--- src/hw/rtl/kst_pkg.sv ---
// shared constants and layout tables for the keyboard scancode translator
package kst_pkg;

    localparam logic OP_SCAN = 1'b0;
    localparam logic OP_SYNC = 1'b1;

    localparam logic KIND_CHAR = 1'b0;
    localparam logic KIND_CMD  = 1'b1;

    localparam logic [7:0] CMD_LED       = 8'hED;
    localparam logic [7:0] CODE_ACK      = 8'hFA;
    localparam logic [7:0] CODE_RESEND   = 8'hFE;
    localparam logic [7:0] CODE_LSHIFT   = 8'h2A;
    localparam logic [7:0] CODE_RSHIFT   = 8'h36;
    localparam logic [7:0] CODE_LSHIFT_R = 8'hAA;
    localparam logic [7:0] CODE_RSHIFT_R = 8'hB6;
    localparam logic [7:0] CODE_CAPS     = 8'h3A;
    localparam logic [7:0] CODE_NUM      = 8'h45;
    localparam logic [7:0] CODE_SCROLL   = 8'h46;

    localparam logic [2:0] LED_CAPS   = 3'b100;
    localparam logic [2:0] LED_NUM    = 3'b010;
    localparam logic [2:0] LED_SCROLL = 3'b001;

    localparam logic [7:0] CHAR_UPPER_A = 8'h41;
    localparam logic [7:0] CHAR_UPPER_Z = 8'h5A;
    localparam logic [7:0] CASE_OFFSET  = 8'h20;

    typedef struct packed {
        logic       valid;
        logic       kind;
        logic [7:0] value;
    } result_t;

    // unshifted layout
    function automatic logic [7:0] rom_plain(input logic [6:0] code);
        logic [7:0] ch;
        case (code)
            7'h02: ch = 8'h31;
            7'h03: ch = 8'h32;
            7'h04: ch = 8'h33;
            7'h05: ch = 8'h34;
            7'h06: ch = 8'h35;
            7'h07: ch = 8'h36;
            7'h08: ch = 8'h37;
            7'h09: ch = 8'h38;
            7'h0A: ch = 8'h39;
            7'h0B: ch = 8'h30;
            7'h0C: ch = 8'h2D;
            7'h0D: ch = 8'h5E;
            7'h0E: ch = 8'h08;
            7'h10: ch = 8'h51;
            7'h11: ch = 8'h57;
            7'h12: ch = 8'h45;
            7'h13: ch = 8'h52;
            7'h14: ch = 8'h54;
            7'h15: ch = 8'h59;
            7'h16: ch = 8'h55;
            7'h17: ch = 8'h49;
            7'h18: ch = 8'h4F;
            7'h19: ch = 8'h50;
            7'h1A: ch = 8'h40;
            7'h1B: ch = 8'h5B;
            7'h1C: ch = 8'h0A;
            7'h1E: ch = 8'h41;
            7'h1F: ch = 8'h53;
            7'h20: ch = 8'h44;
            7'h21: ch = 8'h46;
            7'h22: ch = 8'h47;
            7'h23: ch = 8'h48;
            7'h24: ch = 8'h4A;
            7'h25: ch = 8'h4B;
            7'h26: ch = 8'h4C;
            7'h27: ch = 8'h3B;
            7'h28: ch = 8'h3A;
            7'h2B: ch = 8'h5D;
            7'h2C: ch = 8'h5A;
            7'h2D: ch = 8'h58;
            7'h2E: ch = 8'h43;
            7'h2F: ch = 8'h56;
            7'h30: ch = 8'h42;
            7'h31: ch = 8'h4E;
            7'h32: ch = 8'h4D;
            7'h33: ch = 8'h2C;
            7'h34: ch = 8'h2E;
            7'h35: ch = 8'h2F;
            7'h37: ch = 8'h2A;
            7'h39: ch = 8'h20;
            7'h47: ch = 8'h37;
            7'h48: ch = 8'h38;
            7'h49: ch = 8'h39;
            7'h4A: ch = 8'h2D;
            7'h4B: ch = 8'h34;
            7'h4C: ch = 8'h35;
            7'h4D: ch = 8'h36;
            7'h4E: ch = 8'h2B;
            7'h4F: ch = 8'h31;
            7'h50: ch = 8'h32;
            7'h51: ch = 8'h33;
            7'h52: ch = 8'h30;
            7'h53: ch = 8'h2E;
            7'h73: ch = 8'h5C;
            7'h7D: ch = 8'h5C;
            default: ch = 8'h00;
        endcase
        return ch;
    endfunction

    // shifted layout
    function automatic logic [7:0] rom_shift(input logic [6:0] code);
        logic [7:0] ch;
        case (code)
            7'h02: ch = 8'h21;
            7'h03: ch = 8'h22;
            7'h04: ch = 8'h23;
            7'h05: ch = 8'h24;
            7'h06: ch = 8'h25;
            7'h07: ch = 8'h26;
            7'h08: ch = 8'h27;
            7'h09: ch = 8'h28;
            7'h0A: ch = 8'h29;
            7'h0B: ch = 8'h7E;
            7'h0C: ch = 8'h3D;
            7'h0D: ch = 8'h7E;
            7'h0E: ch = 8'h08;
            7'h10: ch = 8'h51;
            7'h11: ch = 8'h57;
            7'h12: ch = 8'h45;
            7'h13: ch = 8'h52;
            7'h14: ch = 8'h54;
            7'h15: ch = 8'h59;
            7'h16: ch = 8'h55;
            7'h17: ch = 8'h49;
            7'h18: ch = 8'h4F;
            7'h19: ch = 8'h50;
            7'h1A: ch = 8'h60;
            7'h1B: ch = 8'h7B;
            7'h1C: ch = 8'h0A;
            7'h1E: ch = 8'h41;
            7'h1F: ch = 8'h53;
            7'h20: ch = 8'h44;
            7'h21: ch = 8'h46;
            7'h22: ch = 8'h47;
            7'h23: ch = 8'h48;
            7'h24: ch = 8'h4A;
            7'h25: ch = 8'h4B;
            7'h26: ch = 8'h4C;
            7'h27: ch = 8'h2B;
            7'h28: ch = 8'h2A;
            7'h2B: ch = 8'h7D;
            7'h2C: ch = 8'h5A;
            7'h2D: ch = 8'h58;
            7'h2E: ch = 8'h43;
            7'h2F: ch = 8'h56;
            7'h30: ch = 8'h42;
            7'h31: ch = 8'h4E;
            7'h32: ch = 8'h4D;
            7'h33: ch = 8'h3C;
            7'h34: ch = 8'h3E;
            7'h35: ch = 8'h3F;
            7'h37: ch = 8'h2A;
            7'h39: ch = 8'h20;
            7'h47: ch = 8'h37;
            7'h48: ch = 8'h38;
            7'h49: ch = 8'h39;
            7'h4A: ch = 8'h2D;
            7'h4B: ch = 8'h34;
            7'h4C: ch = 8'h35;
            7'h4D: ch = 8'h36;
            7'h4E: ch = 8'h2B;
            7'h4F: ch = 8'h31;
            7'h50: ch = 8'h32;
            7'h51: ch = 8'h33;
            7'h52: ch = 8'h30;
            7'h53: ch = 8'h2E;
            7'h73: ch = 8'h5F;
            7'h7D: ch = 8'h7C;
            default: ch = 8'h00;
        endcase
        return ch;
    endfunction

endpackage

--- src/hw/rtl/keyboard_scancode_translator.sv ---
// keyboard scancode translator: set-1 codes to characters, lock LED command queue
//
//  channel  ports                                   dir  handshake
//  input    s_valid s_ready s_opcode s_scancode     in   valid/ready
//  result   m_valid m_ready m_kind m_value          out  valid/ready
//  config   cfg_we cfg_wdata                        in   write enable only
//
// one word per cycle in each direction while m_ready stays high
// a word passes through the input register, then is translated into the result register
// all state updates for a word happen in the cycle it moves to the result register
// a stalled result holds the input register, which still takes one word
// aresetn clears control state, the queue storage is not cleared
module keyboard_scancode_translator #(
    parameter int QUEUE_DEPTH = 32
) (
    input  logic       aclk,
    input  logic       aresetn,
    input  logic       cfg_we,
    input  logic [2:0] cfg_wdata,
    input  logic       s_valid,
    output logic       s_ready,
    input  logic       s_opcode,
    input  logic [7:0] s_scancode,
    output logic       m_valid,
    input  logic       m_ready,
    output logic       m_kind,
    output logic [7:0] m_value
);

    localparam int PTR_W = $clog2(QUEUE_DEPTH);
    localparam int CNT_W = $clog2(QUEUE_DEPTH + 1);
    localparam logic [CNT_W-1:0] DEPTH_C = CNT_W'(QUEUE_DEPTH);
    localparam logic [PTR_W-1:0] LAST_PTR = PTR_W'(QUEUE_DEPTH - 1);

    function automatic logic [PTR_W-1:0] ptr_inc(input logic [PTR_W-1:0] p);
        return (p == LAST_PTR) ? '0 : p + PTR_W'(1);
    endfunction

    logic [2:0]       initial_leds_reg;
    logic             in_valid_reg;
    logic             in_opcode_reg;
    logic [7:0]       in_code_reg;
    logic [1:0]       shift_reg, shift_next;
    logic [2:0]       leds_reg, leds_next;
    logic             awaiting_reg, awaiting_next;
    logic [7:0]       pending_reg, pending_next;
    logic [PTR_W-1:0] head_reg, head_next;
    logic [PTR_W-1:0] tail_reg, tail_next;
    logic [CNT_W-1:0] count_reg, count_next;
    logic [7:0]       queue_mem [QUEUE_DEPTH];
    logic [7:0]       head_byte_reg;

    logic             out_valid_reg;
    logic             out_kind_reg;
    logic [7:0]       out_value_reg;

    logic             advance;
    logic             is_scan;
    logic [7:0]       ch_raw, ch;
    logic             caps, shifted;
    logic             push_req, push1_ok, push2_ok;
    logic [PTR_W-1:0] tail1;
    logic [CNT_W-1:0] cnt1, count_after;
    logic             awaiting_after;
    logic             resend;
    logic             pop;
    logic [7:0]       pop_byte;
    kst_pkg::result_t res;

    assign advance = in_valid_reg && (!out_valid_reg || m_ready);
    assign s_ready = !in_valid_reg || advance;

    always_comb begin
        is_scan = (in_opcode_reg == kst_pkg::OP_SCAN);
        ch_raw  = 8'h00;
        if (is_scan && !in_code_reg[7]) begin
            ch_raw = (shift_reg == 2'b00) ? kst_pkg::rom_plain(in_code_reg[6:0])
                                          : kst_pkg::rom_shift(in_code_reg[6:0]);
        end
        caps    = |(leds_reg & kst_pkg::LED_CAPS);
        shifted = (shift_reg != 2'b00);
        ch      = ch_raw;
        if (ch_raw >= kst_pkg::CHAR_UPPER_A && ch_raw <= kst_pkg::CHAR_UPPER_Z
                && caps == shifted) begin
            ch = ch_raw + kst_pkg::CASE_OFFSET;
        end
    end

    always_comb begin
        shift_next = shift_reg;
        leds_next  = leds_reg;
        push_req   = 1'b0;
        if (!is_scan) begin
            leds_next = initial_leds_reg;
            push_req  = 1'b1;
        end else begin
            case (in_code_reg)
                kst_pkg::CODE_LSHIFT:   shift_next = shift_reg | 2'b01;
                kst_pkg::CODE_RSHIFT:   shift_next = shift_reg | 2'b10;
                kst_pkg::CODE_LSHIFT_R: shift_next = shift_reg & 2'b10;
                kst_pkg::CODE_RSHIFT_R: shift_next = shift_reg & 2'b01;
                kst_pkg::CODE_CAPS: begin
                    leds_next = leds_reg ^ kst_pkg::LED_CAPS;
                    push_req  = 1'b1;
                end
                kst_pkg::CODE_NUM: begin
                    leds_next = leds_reg ^ kst_pkg::LED_NUM;
                    push_req  = 1'b1;
                end
                kst_pkg::CODE_SCROLL: begin
                    leds_next = leds_reg ^ kst_pkg::LED_SCROLL;
                    push_req  = 1'b1;
                end
                default: ;
            endcase
        end
    end

    // up to two pushes for a sync word or lock key, each while there is room: the led command, then the new led bits
    always_comb begin
        push1_ok    = push_req && (count_reg < DEPTH_C);
        cnt1        = count_reg + CNT_W'(push1_ok);
        tail1       = push1_ok ? ptr_inc(tail_reg) : tail_reg;
        push2_ok    = push_req && (cnt1 < DEPTH_C);
        count_after = cnt1 + CNT_W'(push2_ok);
        tail_next   = push2_ok ? ptr_inc(tail1) : tail1;

        awaiting_after = awaiting_reg && !(is_scan && in_code_reg == kst_pkg::CODE_ACK);
        resend = is_scan && (in_code_reg == kst_pkg::CODE_RESEND) && awaiting_reg;

        // an empty queue means the head is the led command written this word
        pop_byte = (count_reg == '0) ? kst_pkg::CMD_LED : head_byte_reg;

        pop           = 1'b0;
        awaiting_next = awaiting_after;
        pending_next  = pending_reg;
        head_next     = head_reg;
        res.valid     = 1'b0;
        res.kind      = kst_pkg::KIND_CHAR;
        res.value     = ch;
        if (ch != 8'h00) begin
            res.valid = 1'b1;
        end else if (resend) begin
            res.valid = 1'b1;
            res.kind  = kst_pkg::KIND_CMD;
            res.value = pending_reg;
        end else if (!awaiting_after && count_after != '0) begin
            pop           = 1'b1;
            res.valid     = 1'b1;
            res.kind      = kst_pkg::KIND_CMD;
            res.value     = pop_byte;
            pending_next  = pop_byte;
            awaiting_next = 1'b1;
            head_next     = ptr_inc(head_reg);
        end
        count_next = count_after - CNT_W'(pop);
    end

    always_ff @(posedge aclk) begin
        if (!aresetn) begin
            initial_leds_reg <= 3'b000;
            in_valid_reg     <= 1'b0;
            out_valid_reg    <= 1'b0;
            shift_reg        <= 2'b00;
            leds_reg         <= 3'b000;
            awaiting_reg     <= 1'b0;
            pending_reg      <= 8'h00;
            head_reg         <= '0;
            tail_reg         <= '0;
            count_reg        <= '0;
        end else begin
            if (cfg_we) begin
                initial_leds_reg <= cfg_wdata;
            end
            if (s_ready) begin
                in_valid_reg <= s_valid;
            end
            if (advance) begin
                out_valid_reg <= res.valid;
                shift_reg     <= shift_next;
                leds_reg      <= leds_next;
                awaiting_reg  <= awaiting_next;
                pending_reg   <= pending_next;
                head_reg      <= head_next;
                tail_reg      <= tail_next;
                count_reg     <= count_next;
            end else if (m_ready) begin
                out_valid_reg <= 1'b0;
            end
        end
    end

    always_ff @(posedge aclk) begin
        if (s_valid && s_ready) begin
            in_opcode_reg <= s_opcode;
            in_code_reg   <= s_scancode;
        end
        if (advance) begin
            out_kind_reg  <= res.kind;
            out_value_reg <= res.value;
            if (push1_ok) begin
                queue_mem[tail_reg] <= kst_pkg::CMD_LED;
            end
            if (push2_ok) begin
                queue_mem[tail1] <= {5'b00000, leds_next};
            end
            // head byte for the next word, taking a byte written at the head now
            if (push1_ok && head_next == tail_reg) begin
                head_byte_reg <= kst_pkg::CMD_LED;
            end else if (push2_ok && head_next == tail1) begin
                head_byte_reg <= {5'b00000, leds_next};
            end else begin
                head_byte_reg <= queue_mem[head_next];
            end
        end
    end

    assign m_valid = out_valid_reg;
    assign m_kind  = out_kind_reg;
    assign m_value = out_value_reg;

`ifndef ASSERT_OFF
    a_count_bound: assert property (@(posedge aclk) disable iff (!aresetn)
        count_reg <= DEPTH_C)
        else $error("queue count above depth");

    a_empty_ptrs: assert property (@(posedge aclk) disable iff (!aresetn)
        count_reg == '0 |-> head_reg == tail_reg)
        else $error("empty queue with head and tail apart");

    a_pop_sets_wait: assert property (@(posedge aclk) disable iff (!aresetn)
        advance && pop |=> awaiting_reg && m_valid && m_kind == kst_pkg::KIND_CMD)
        else $error("sent word without waiting for acknowledge");

    a_resend_value: assert property (@(posedge aclk) disable iff (!aresetn)
        advance && resend && ch == 8'h00 |=> m_value == $past(pending_reg))
        else $error("resend word differs from pending word");

    a_no_pop_waiting: assert property (@(posedge aclk) disable iff (!aresetn)
        advance && awaiting_after |-> !pop)
        else $error("pop while waiting for acknowledge");
`endif

endmodule

--- config.mk ---
export PLATFORM = sky130hd
export DESIGN_NAME = keyboard_scancode_translator
export DESIGN_NICKNAME = d
export VERILOG_FILES = /design/src/hw/rtl/kst_pkg.sv /design/src/hw/rtl/keyboard_scancode_translator.sv
export SDC_FILE = /design/constraint.sdc
export NUM_CORES = 1
export LEC_CHECK = 0
export ABC_AREA = 1
export BUFFER_PORTS_ARGS = -buffer_cell sky130_fd_sc_hd__buf_4
export CAP_MARGIN = 20
export CORE_AREA = 3 3 115 200
export CTS_BUF_LIST = sky130_fd_sc_hd__clkbuf_8
export DETAILED_ROUTE_END_ITERATION = 8
export DIE_AREA = 0 0 118 203
export PLACE_DENSITY = 0.77
export SLEW_MARGIN = 5
export SYNTH_ARGS = -nofsm -noshare
export SYNTH_HDL_FRONTEND = slang
export SYNTH_SLANG_ARGS = --single-unit
--- constraint.sdc ---
create_clock -name aclk -period 5 [get_ports aclk]
set_clock_uncertainty 0.15 [all_clocks]
set_input_delay 0.25 -clock aclk [delete_from_list [all_inputs] [get_ports aclk]]
set_output_delay 0.25 -clock aclk [all_outputs]
set_load 0.01 [all_outputs]
## Word-level counts from Yosys, hierarchy flattened

Memories as Yosys holds them, arrays and structs flattened. A register that Yosys moved wholly into a read port is not among the register bits.
Index checks and enable logic that the tools add are counted.

- ROM bits: 1,792
- Register bits: 54
- Bits in writable memories: 224
- Memories kept: 3
- Latch bits: 0

- Mux-type cells: 37
- Divide/modulo/power cells: 0
- Add/sub/neg operators: 7
- Shift-type cells: 0
- $lt $le $gt $ge: 4
- Bitwise logic cells: 10
- Equal/unequal tests: 15
- Reductions and logical operators: 34
- Multipliers: 0

Memories:

| name | depth | width | rd ports | clocked after Yosys merged registers in | wr ports | RTL line | source |
|---|---|---|---|---|---|---|---|
| (name not given) | 128 | 7 | 1 | 1 | 0 | kst_pkg.sv:38 | `case (code)` |
| (name not given) | 128 | 7 | 1 | 1 | 0 | kst_pkg.sv:112 | `case (code)` |
| queue_mem | 32 | 7 | 1 | 1 | 2 | keyboard_scancode_translator.sv:50 | `logic [7:0] queue_mem [QUEUE_DEPTH];` |

Operator list:

| cell | number |
|---|---|
| 5-bit 2-to-1 mux | 8 |
| 8-bit 2-to-1 mux | 5 |
| 8-bit equality test (second input constant) | 4 |
| 8-bit by 6-bit equality test with 1-bit output (second input constant) | 3 |
| 10-bit 2-to-1 mux | 2 |
| 1-bit 2-to-1 mux | 17 |
| 8-bit by 7-bit equality test with 1-bit output (second input constant) | 2 |
| 5-bit by 1-bit adder with 5-bit output (second input constant) | 3 |
| 5-bit equality test (second input constant) | 3 |
| 1-bit logical AND | 14 |
| 7-bit 2-to-1 mux | 2 |
| 6-bit by 1-bit adder with 6-bit output | 2 |
| 6-bit less-than comparator (second input constant) | 2 |
| 5-bit equality test | 2 |
| 1-bit inverter | 10 |
| 5-bit AND reduction | 2 |
| 3-bit case mux with 3 select lines | 1 |
| 8-bit by 6-bit adder with 8-bit output (second input constant) | 1 |
| 8-bit by 7-bit greater-or-equal comparator with 1-bit output (second input constant) | 1 |
| 8-bit by 7-bit <= comparator with 1-bit output (second input constant) | 1 |
| 2-bit case mux with 4 select lines | 1 |
| 2-bit nonzero test | 4 |
| 8-bit nonzero test | 1 |
| 6-bit zero test | 1 |
| 10 further kinds | 15 |

## Longest topological paths before layout

Gate-level depths: netlist (run 1).

- Depth after elaboration: 17
- Depth in mapped cells: 38
- Depth with buffers taken out: 36

## Worst setup path before layout (run 1)

Ideal clock, no wire load.

- Path kind: register to register
- Start point: register in_code_reg[7]
- End point: register head_byte_reg[6] (read register of queue_mem) (data pin)
- Slack: 0.637 ns
- Library setup time: 0.257 ns
- Path buffers: 3
- Data arrival time: 3.957 ns
- Period minus slack after synthesis: 4.363 ns
- Data required time: 4.593 ns
- Cell stages (with the launch flop): 35
- Path through: edfxtp_1 -> inv_2 -> nand4_1 -> nor2_1 -> inv_2 -> nand4_1 -> nand2_1 -> buf_4 -> inv_1 -> ha_1 -> nand2_1 -> nand2_1 -> nand2_1 -> nand2_1 -> inv_1 -> ha_1 -> ha_1 -> inv_1 -> nand3_1 -> nor2_2 -> nand2_2 -> o21bai_4 -> nand2_1 -> nand2_1 -> nand3_4 -> nand2_4 -> buf_8 -> buf_6 -> nand2_1 -> nand3_1 -> nand3_1 -> nand3_1 -> nand3_1 -> nand3_1 -> nand2_1

- Word-level cells in the longest chain between the ends: 16
- Elaborated cells on any way between the ends: 36
- Those cells by class: add/sub: 3; order compare: 3; eq/ne: 6; mux: 7; reduce/logical: 17

RTL lines:

| what | RTL line | source |
|---|---|---|
| from (decl) | keyboard_scancode_translator.sv:42 | `logic [7:0] in_code_reg;` |
| from (signal assigned) | keyboard_scancode_translator.sv:196 | `in_code_reg <= s_scancode;` |
| 8-bit by 7-bit equality test with 1-bit output or 8-bit by 6-bit equality test with 1-bit output (tied branches) | keyboard_scancode_translator.sv:97 | `case (in_code_reg)` |
| 3-bit OR reduction (no source line) | - |  |
| 1-bit 2-to-1 mux | keyboard_scancode_translator.sv:97 |  |
| 1-bit 2-to-1 mux | keyboard_scancode_translator.sv:93 | `if (!is_scan) begin` |
| 1-bit logical AND | keyboard_scancode_translator.sv:121 | `push1_ok = push_req && (count_reg < DEPTH_C);` |
| 6-bit by 1-bit adder with 6-bit output | keyboard_scancode_translator.sv:122 | `cnt1 = count_reg + CNT_W'(push1_ok);` |
| 6-bit less-than comparator | keyboard_scancode_translator.sv:124 | `push2_ok = push_req && (cnt1 < DEPTH_C);` |
| 1-bit logical AND | keyboard_scancode_translator.sv:124 |  |
| 6-bit by 1-bit adder with 6-bit output | keyboard_scancode_translator.sv:125 | `count_after = cnt1 + CNT_W'(push2_ok);` |
| 6-bit nonzero test | keyboard_scancode_translator.sv:147 | `end else if (!awaiting_after && count_after != '0) begin` |
| 1-bit logical AND | keyboard_scancode_translator.sv:147 |  |
| 5-bit 2-to-1 mux | keyboard_scancode_translator.sv:147 |  |
| 5-bit 2-to-1 mux | keyboard_scancode_translator.sv:143 | `end else if (resend) begin` |
| 5-bit 2-to-1 mux | keyboard_scancode_translator.sv:141 | `if (ch != 8'h00) begin` |
| 5-bit equality test | keyboard_scancode_translator.sv:208 | `if (push1_ok && head_next == tail_reg) begin` |
| 1-bit logical AND | keyboard_scancode_translator.sv:208 |  |
| to (decl) | keyboard_scancode_translator.sv:51 | `logic [7:0] head_byte_reg;` |

Parallel ways exist; a longest one is shown, timed or not.
A chain may end at the register's enable or synchronous reset.

## Worst setup path in the final report (run 1)

- Start point: register in_code_reg[0]
- End point: register head_byte_reg[1] (read register of queue_mem) (data pin)

The elaborated chain is that of the path after synthesis.

==> impl_metrics.csv, run 1 <==
group,metric,value,unit
clocking,cts_tree,"built",
place,dp_hpwl,27100,um
layout,fillers,2027,
synth,synth_area,0.01171,sq mm
clocking,cts_buffers,17,
place,place_inst,1872,
synth,ys_types,53,
layout,nets,1680,
clocking,clk_pin_slew,0.10,ns
synth,synth_compound_area_share,14.01,%
clocking,cts_max_level,4,
timing,timing.fmax,218.5,MHz
critical_path,end_kind,"register",
route,wirelength,36360,um
route,avgViaCountPerCell,5.666,
layout,final_layout_size_suffix_gt1_share,10.56,%
grt,grt_pass1_vias,11030,
timing,slew_violations,0,
timing,tightest_slew,0.8830,ns
route,dr.pass1.iters,6,
timing,setup_viol,0,
synth,syn-instance-count,1576,
clocking,clkSinkCount,195,
floorplanning,die-width,118,um
grt,grt-ovfl-total,0,
critical_path,critPathMaxStageDelay,0.45,ns
layout,antenna_cells,0,
power,vdd_drop_max,0.1847,mV
critical_path,crit_top_cell,"nand2_1",
layout,fin_cells,1939,
floorplanning,rows,71,
timing,hold_viol,0,
floorplanning,initial_utilization,54.27,%
floorplanning,io_pins,28,
critical_path,crit_fanout,36,
synth,synthXorXnorAreaFrac,0.8224,%
clocking,insertion_delay,0.51,ns
floorplanning,die_y,203,um
grt,grt_start_max_net_pins,38,
grt,grt_antenna_before_repair,0,
synth,synth_top_area_share,30.25,%
synth,synth_top_family_by_area,"simple AND/OR/NAND/NOR gates",
synth,synth_area_leaders,"edfxtp_1, dfxtp_1, nand2_1",
place,dp_slack,0.1155,ns
route,route.detailed.drc,0,
route,vias,10990,
timing,min_period,4.576,ns
critical_path,crit_type,"register to register",
synth,synth.ff_latch_count,195,
clocking,cts-root-buf,"clkbuf_8",
grt,grt_pass1_wl,56120,um
synth,synthFlopType,"edfxtp_1",
floorplanning,core_area,0.02159,sq mm
route,ant_nets,0,
critical_path,required,5.13,ns
synth,synth_area_leader_cell,"edfxtp_1",
synth,synthAdderAreaFrac,3.097,%
synth,ys_seq_area_share,43.40,%
place,port_buffers,27,
synth,muxShareOfSynthArea,0,%
critical_path,start_kind,"register",
place,gp_congestion,1.071,
job,maxCapViolations,0,
layout,seq_area,0.005085,sq mm
grt,gr-usage-all-layers,30.59,%
power,power_density,372.3,mW/mm^2
synth,ys_warn_count,0,
route,avgRoutedWirePerCell,18.75,um
timing,period_share,91.53,%
layout,area_growth,11.27,%
route,drt_iter0_drc,976,
layout,largest_reg_flops,128,
layout,multi_input_area,0.005318,sq mm
synth,synth.avg_cell_area,7.433,sq um
synth,synth_edf_count,118,
synth,async_flop_share,0,%
critical_path,crit_path_top_delay_cell,"edfxtp_1",
synth,syn_nets,1622,
power,leakage,5.967,nW
critical_path,arrival,4.70,ns
timing,worst_slack,0.4237,ns
timing,relSlewSlack,41.07,%
min_path,hp-class,"input port to register",
synth,yosys.area_share.simple,26.99,%
floorplanning,dieArea,0.02395,sq mm
status,status,"finished clean",
clocking,clk_path_buf_depth,2,
==> cells in the mapped netlist, types with 3 or more instances <==
cell type / n
nor2_1: 147
nand3b_1: 19
dfxtp_1: 77
a31oi_1: 6
inv_1: 275
edfxtp_1: 118
a21oi_1: 66
o21ai_0: 156
nand3_2: 5
nor4_1: 3
nor2_4: 3
o21ai_1: 26
nand2_2: 13
o22ai_1: 4
a211oi_1: 5
clkinv_1: 3
ha_1: 29
nor3_1: 20
nand4_1: 9
nand3_1: 135
buf_6: 8
nand2_4: 3
nand2_1: 327
xnor2_1: 3
clkbuf_1: 29
or2_2: 3
o31ai_1: 3
o21a_1: 5
xor2_1: 8
o211ai_1: 10
buf_2: 10
inv_2: 12
nor2_2: 8
==> critical path, delay by kind of cell (launching register included) <==
kind | cells | cell delay [ns]
and+or+nand+nor | 22 | 2.59
AOI/OAI and AO/OA | 2 | 0.24
adders and majority gates | 3 | 0.55
DFF | 1 | 0.45
buffers and inverters | 3 | 0.36
==> per-layer routing <==
layer  share of wire (%)  track usage [%]  vias to the layer above
met5                   0                0                        -
met4                  11            28.76                        0
met3                 6.1            5.574                      213
met2                  53            57.13                      506
met1                  30            26.95                     5034
li1                    -                -                     5233
==> where the power goes <==
part / internal [mW] / total, mW / switching, mW
registers: 1.80 / 1.85 / 0.0501
clock network: 0.428 / 1.02 / 0.593
logic: 0.671 / 1.98 / 1.31
total: 2.90 / 4.85 / 1.95
==> worst paths after layout <==
kind         slack (ns)                              to  cells past startpoint                        start
max                0.42  head_byte_reg[1]$_SDFFCE_PP0P_                     30     in_code_reg[0]$_DFFE_PP_
min                0.21       in_valid_reg$_SDFFE_PN0N_                      3                      s_valid
max reg2reg        0.42  head_byte_reg[1]$_SDFFCE_PP0P_                     30     in_code_reg[0]$_DFFE_PP_
min reg2reg        0.30     pending_reg[6]$_SDFFE_PN0P_                      2  pending_reg[6]$_SDFFE_PN0P_
==> through the flow <==
step	cell area [sq um]	utilization (%)	setup TNS (ns)	hold slack, ns	power [mW]
2_1_floorplan	11720	-	0	0.1989	3.160
3_3_place_gp	12230	56.66	0	0.2807	3.628
3_5_place_dp	12230	56.66	0	0.2801	3.643
4_1_cts	12820	59.39	0	0.2283	4.646
5_1_grt	13040	60.38	-0.1517	0.2950	5.120
6_report	13040	60.38	0	0.2147	4.853
==> kinds of logic (layout without fill, tap and decap cells) <==
group	after synthesis	in the layout
simple gates	704	704
buf+inv	340	411
compound gates	297	297
flops	195	195
fa+ha+maj	29	29
xor+xnor	11	11
==> layout make-up <==
cell class / count / area share [%]
inverters: 290 / 8.466
clock buffers: 19 / 2.006
flip-flops and latches: 195 / 39.01
clock inverters: 13 / 0.9695
well taps: 292 / 2.803
multi-input cells: 1041 / 40.79
repair inverters: 1 / 0.06719
repair buffers: 88 / 5.884
==> repair_timing <==
| action | in CTS | in global routing |
|---|---|---|
| hold buffers | 20 | 0 |
| setup endpoints to repair | 0 | 5 |
| resized for setup | 0 | 28 |
| buffers inserted | 0 | 14 |
| hold endpoints to repair | 30 | 0 |
==> layout by cell type, fill, tap and decap left out, types with 3 or more instances in the layout <==
master / netlist / final
nand3b_1: 19 / 19
a211oi_1: 5 / 5
a21oi_1: 66 / 66
dlygate4sd3_1: 0 / 20
xor2_1: 8 / 8
clkinv_1: 3 / 3
dfxtp_1: 77 / 77
nor3_1: 20 / 20
o31ai_1: 3 / 3
inv_1: 275 / 274
o21ai_0: 156 / 153
nand2_2: 13 / 16
buf_4: 2 / 63
xnor2_1: 3 / 3
o22ai_1: 4 / 4
nor2_1: 147 / 144
nor4_1: 3 / 3
a31oi_1: 6 / 6
clkinvlp_4: 0 / 3
nor2_2: 8 / 11
nand2_4: 3 / 3
or2_2: 3 / 3
nor2_4: 3 / 3
o21a_1: 5 / 5
edfxtp_1: 118 / 118
inv_2: 12 / 11
clkbuf_8: 0 / 19
clkinv_4: 0 / 3
o211ai_1: 10 / 10
o21ai_1: 26 / 29
nand3_1: 135 / 134
ha_1: 29 / 27
nand4_1: 9 / 9
nand3_2: 5 / 6
inv_6: 0 / 4
nand2_1: 327 / 323
Power figures use the tool's default switching activity.
==> inputs of run 2 (changes only) <==
--- a/config.mk
+++ b/config.mk
@@ -13,6 +13,7 @@
 export DETAILED_ROUTE_END_ITERATION = 8
 export DIE_AREA = 0 0 118 203
 export PLACE_DENSITY = 0.77
+export RECOVER_POWER = 100
 export SLEW_MARGIN = 5
 export SYNTH_ARGS = -nofsm -noshare
 export SYNTH_HDL_FRONTEND = slang
==> impl_metrics.csv, run 2 (same netlist as run 1, synthesis figures left out) <==
group,metric,value,unit
status,status,"complete, but fails checks",
status,violations,"max-capacitance violations, max-slew violations",
timing,setup_tns,0,ns
power,clock_power_share,21.1,%
timing,hold_viol,0,
clocking,clk_path_buf_depth,2,
critical_path,arrival,4.70,ns
layout,largest_reg_flops,128,
route,avgRoutedWirePerCell,18.72,um
layout,fin_area,0.01297,sq mm
timing,period_share,91.39,%
layout,final_common_cell,"nand2_1",
timing,setup_viol,0,
power,p_int,2.893,mW
layout,nets,1680,
floorplanning,io_pins,28,
route,vias,10950,
route,route.detailed.drc,0,
critical_path,reg2reg_from,"in_code_reg[0]$_DFFE_PP_",
critical_path,start_kind,"register",
timing,tightest_slew,1.920,ns
place,port_buffers,27,
grt,grt_start_max_net_pins,38,
clocking,cts-root-buf,"clkbuf_8",
grt,grt-ovfl-total,0,
route,drt_iter0_drc,874,
timing,relSlewSlack,-28.02,%
critical_path,required,5.13,ns
floorplanning,core_area,0.02159,sq mm
job,maxCapViolations,1,
place,gp_congestion,1.071,
power,vdd_drop_max,0.1835,mV
critical_path,crit_fanout,7,
power,power_density,372.8,mW/mm^2
place,dp_hpwl,27100,um
layout,antenna_cells,0,
clocking,cts_tree,"built",
min_path,hold_end,"in_valid_reg$_SDFFE_PN0N_",
floorplanning,rows,71,
critical_path,critPathMaxStageDelay,0.45,ns
critical_path,r2r_cells,31,
min_path,hp-start,"s_valid",
critical_path,crit_path_top_delay_cell,"edfxtp_1",
layout,fillers,2043,
grt,grt_pass1_wl,56120,um
critical_path,crit_family,"simple AND/OR/NAND/NOR gates",
route,avgViaCountPerCell,5.649,
min_path,hp-class,"input port to register",
route,dr.pass1.iters,6,
power,sw_frac_of_total,40.17,%
power,switchingPower,1.942,mW
clocking,clkSinkCount,195,
grt,gr-usage-all-layers,30.59,%
power,p_total,4.835,mW
grt,grt_antenna_before_repair,0,
power,seqPwrFrac,38.3,%
critical_path,critPathBufInv,7,
layout,area_growth,10.71,%
critical_path,end_kind,"register",
clocking,cts_max_level,4,
route,ant_nets,0,
timing,min_period,4.570,ns
critical_path,crit_type,"register to register",
critical_path,timing.rr.end,"head_byte_reg[0]$_SDFFCE_PP1P_",
clocking,clk_pin_slew,0.10,ns
power,leakage,5.907,nW
layout,most-common-layout-cells,"nand2_1, inv_1, o21ai_0",
clocking,insertion_delay,0.51,ns
power,pwr-share-comb,40.6,%
place,place_area,0.01223,sq mm
clocking,cts_buffers,17,
route,wirelength,36300,um
timing,slew_violations,38,
floorplanning,die-width,118,um
floorplanning,initial_utilization,54.27,%
grt,grt_pass1_vias,11030,
min_path,hold_depth,3,
floorplanning,die_y,203,um
timing,hold_ws,0.2182,ns
layout,final_layout_size_suffix_gt1_share,9.472,%
critical_path,r2r_slack,0.43,ns
floorplanning,dieArea,0.02395,sq mm
timing,timing.fmax,218.8,MHz
critical_path,crit_top_cell,"nand2_1",
==> run 2: area by class of cell <==
type / instances / area, sq um / area share [%]
Clock inverter: 13 / 126.4 / 0.9743
Clock buffer: 19 / 261.5 / 2.016
Tap cell: 292 / 365.4 / 2.817
Multi-Input combinational cell: 1041 / 5313 / 40.96
Timing Repair Buffer: 88 / 706.9 / 5.451
Inverter: 290 / 1104 / 8.509
Sequential cell: 195 / 5085 / 39.21
Timing Repair inverter: 1 / 8.758 / 0.06753
==> run 2: per-layer routing <==
| layer | track usage [%] | up-vias | wire (um) |
|---|---|---|---|
| met2 | 57.13 | 468 | 19210 |
| li1 | - | 5243 | - |
| met5 | 0 | - | 0 |
| met3 | 5.574 | 215 | 2085 |
| met1 | 26.95 | 5028 | 11050 |
| met4 | 28.76 | 0 | 3959 |
==> run 2: what timing repair did <==
action                     4_1_cts  5_1_grt
hold endpoints to repair        30        0
hold buffers                    20        0
setup endpoints to repair        0        5
gates resized for setup          0       28
buffers inserted                 0       14
==> run 2: power by group through the flow <==
stage / combinational [mW] / sequential [mW] / clock, mW
CTS: 1.77 / 1.85 / 1.02
floorplan: 1.28 / 1.88 / 0
detailed placement: 1.76 / 1.89 / 0
finish: 1.96 / 1.85 / 1.02
global placement: 1.74 / 1.89 / 0
global route: 2.15 / 1.86 / 1.09
==> run 2: worst min-delay path: cells and delay by family <==
family | cells | cell delay [ns]
AOI/OAI and AO/OA | 1 | 0.23
buffers and inverters | 1 | 0.08
and+or+nand+nor | 1 | 0.28
==> run 2: worst max-delay path by stage <==
stage	startpoint	endpoint	depth (start not counted)
floorplan	in_code_reg[7]$_DFFE_PP_	head_byte_reg[6]$_SDFFCE_PP1P_	34
global placement	in_code_reg[0]$_DFFE_PP_	head_byte_reg[0]$_SDFFCE_PP1P_	31
detailed placement	in_code_reg[0]$_DFFE_PP_	head_byte_reg[0]$_SDFFCE_PP1P_	31
CTS	in_code_reg[0]$_DFFE_PP_	head_byte_reg[0]$_SDFFCE_PP1P_	31
global route	in_code_reg[1]$_DFFE_PP_	head_byte_reg[0]$_SDFFCE_PP1P_	33
finish	in_code_reg[0]$_DFFE_PP_	head_byte_reg[0]$_SDFFCE_PP1P_	31
==> run 2: per-stage QoR <==
step | std cells | util [%] | worst slack, ns
4_1_cts | 1924 | 59.39 | 0.09637
6_report | 1939 | 60.08 | 0.4303
2_1_floorplan | 1576 | - | 0.6369
3_3_place_gp | 1872 | 56.66 | 0.3214
5_1_grt | 1939 | 60.08 | -0.06750
3_5_place_dp | 1872 | 56.66 | 0.1155
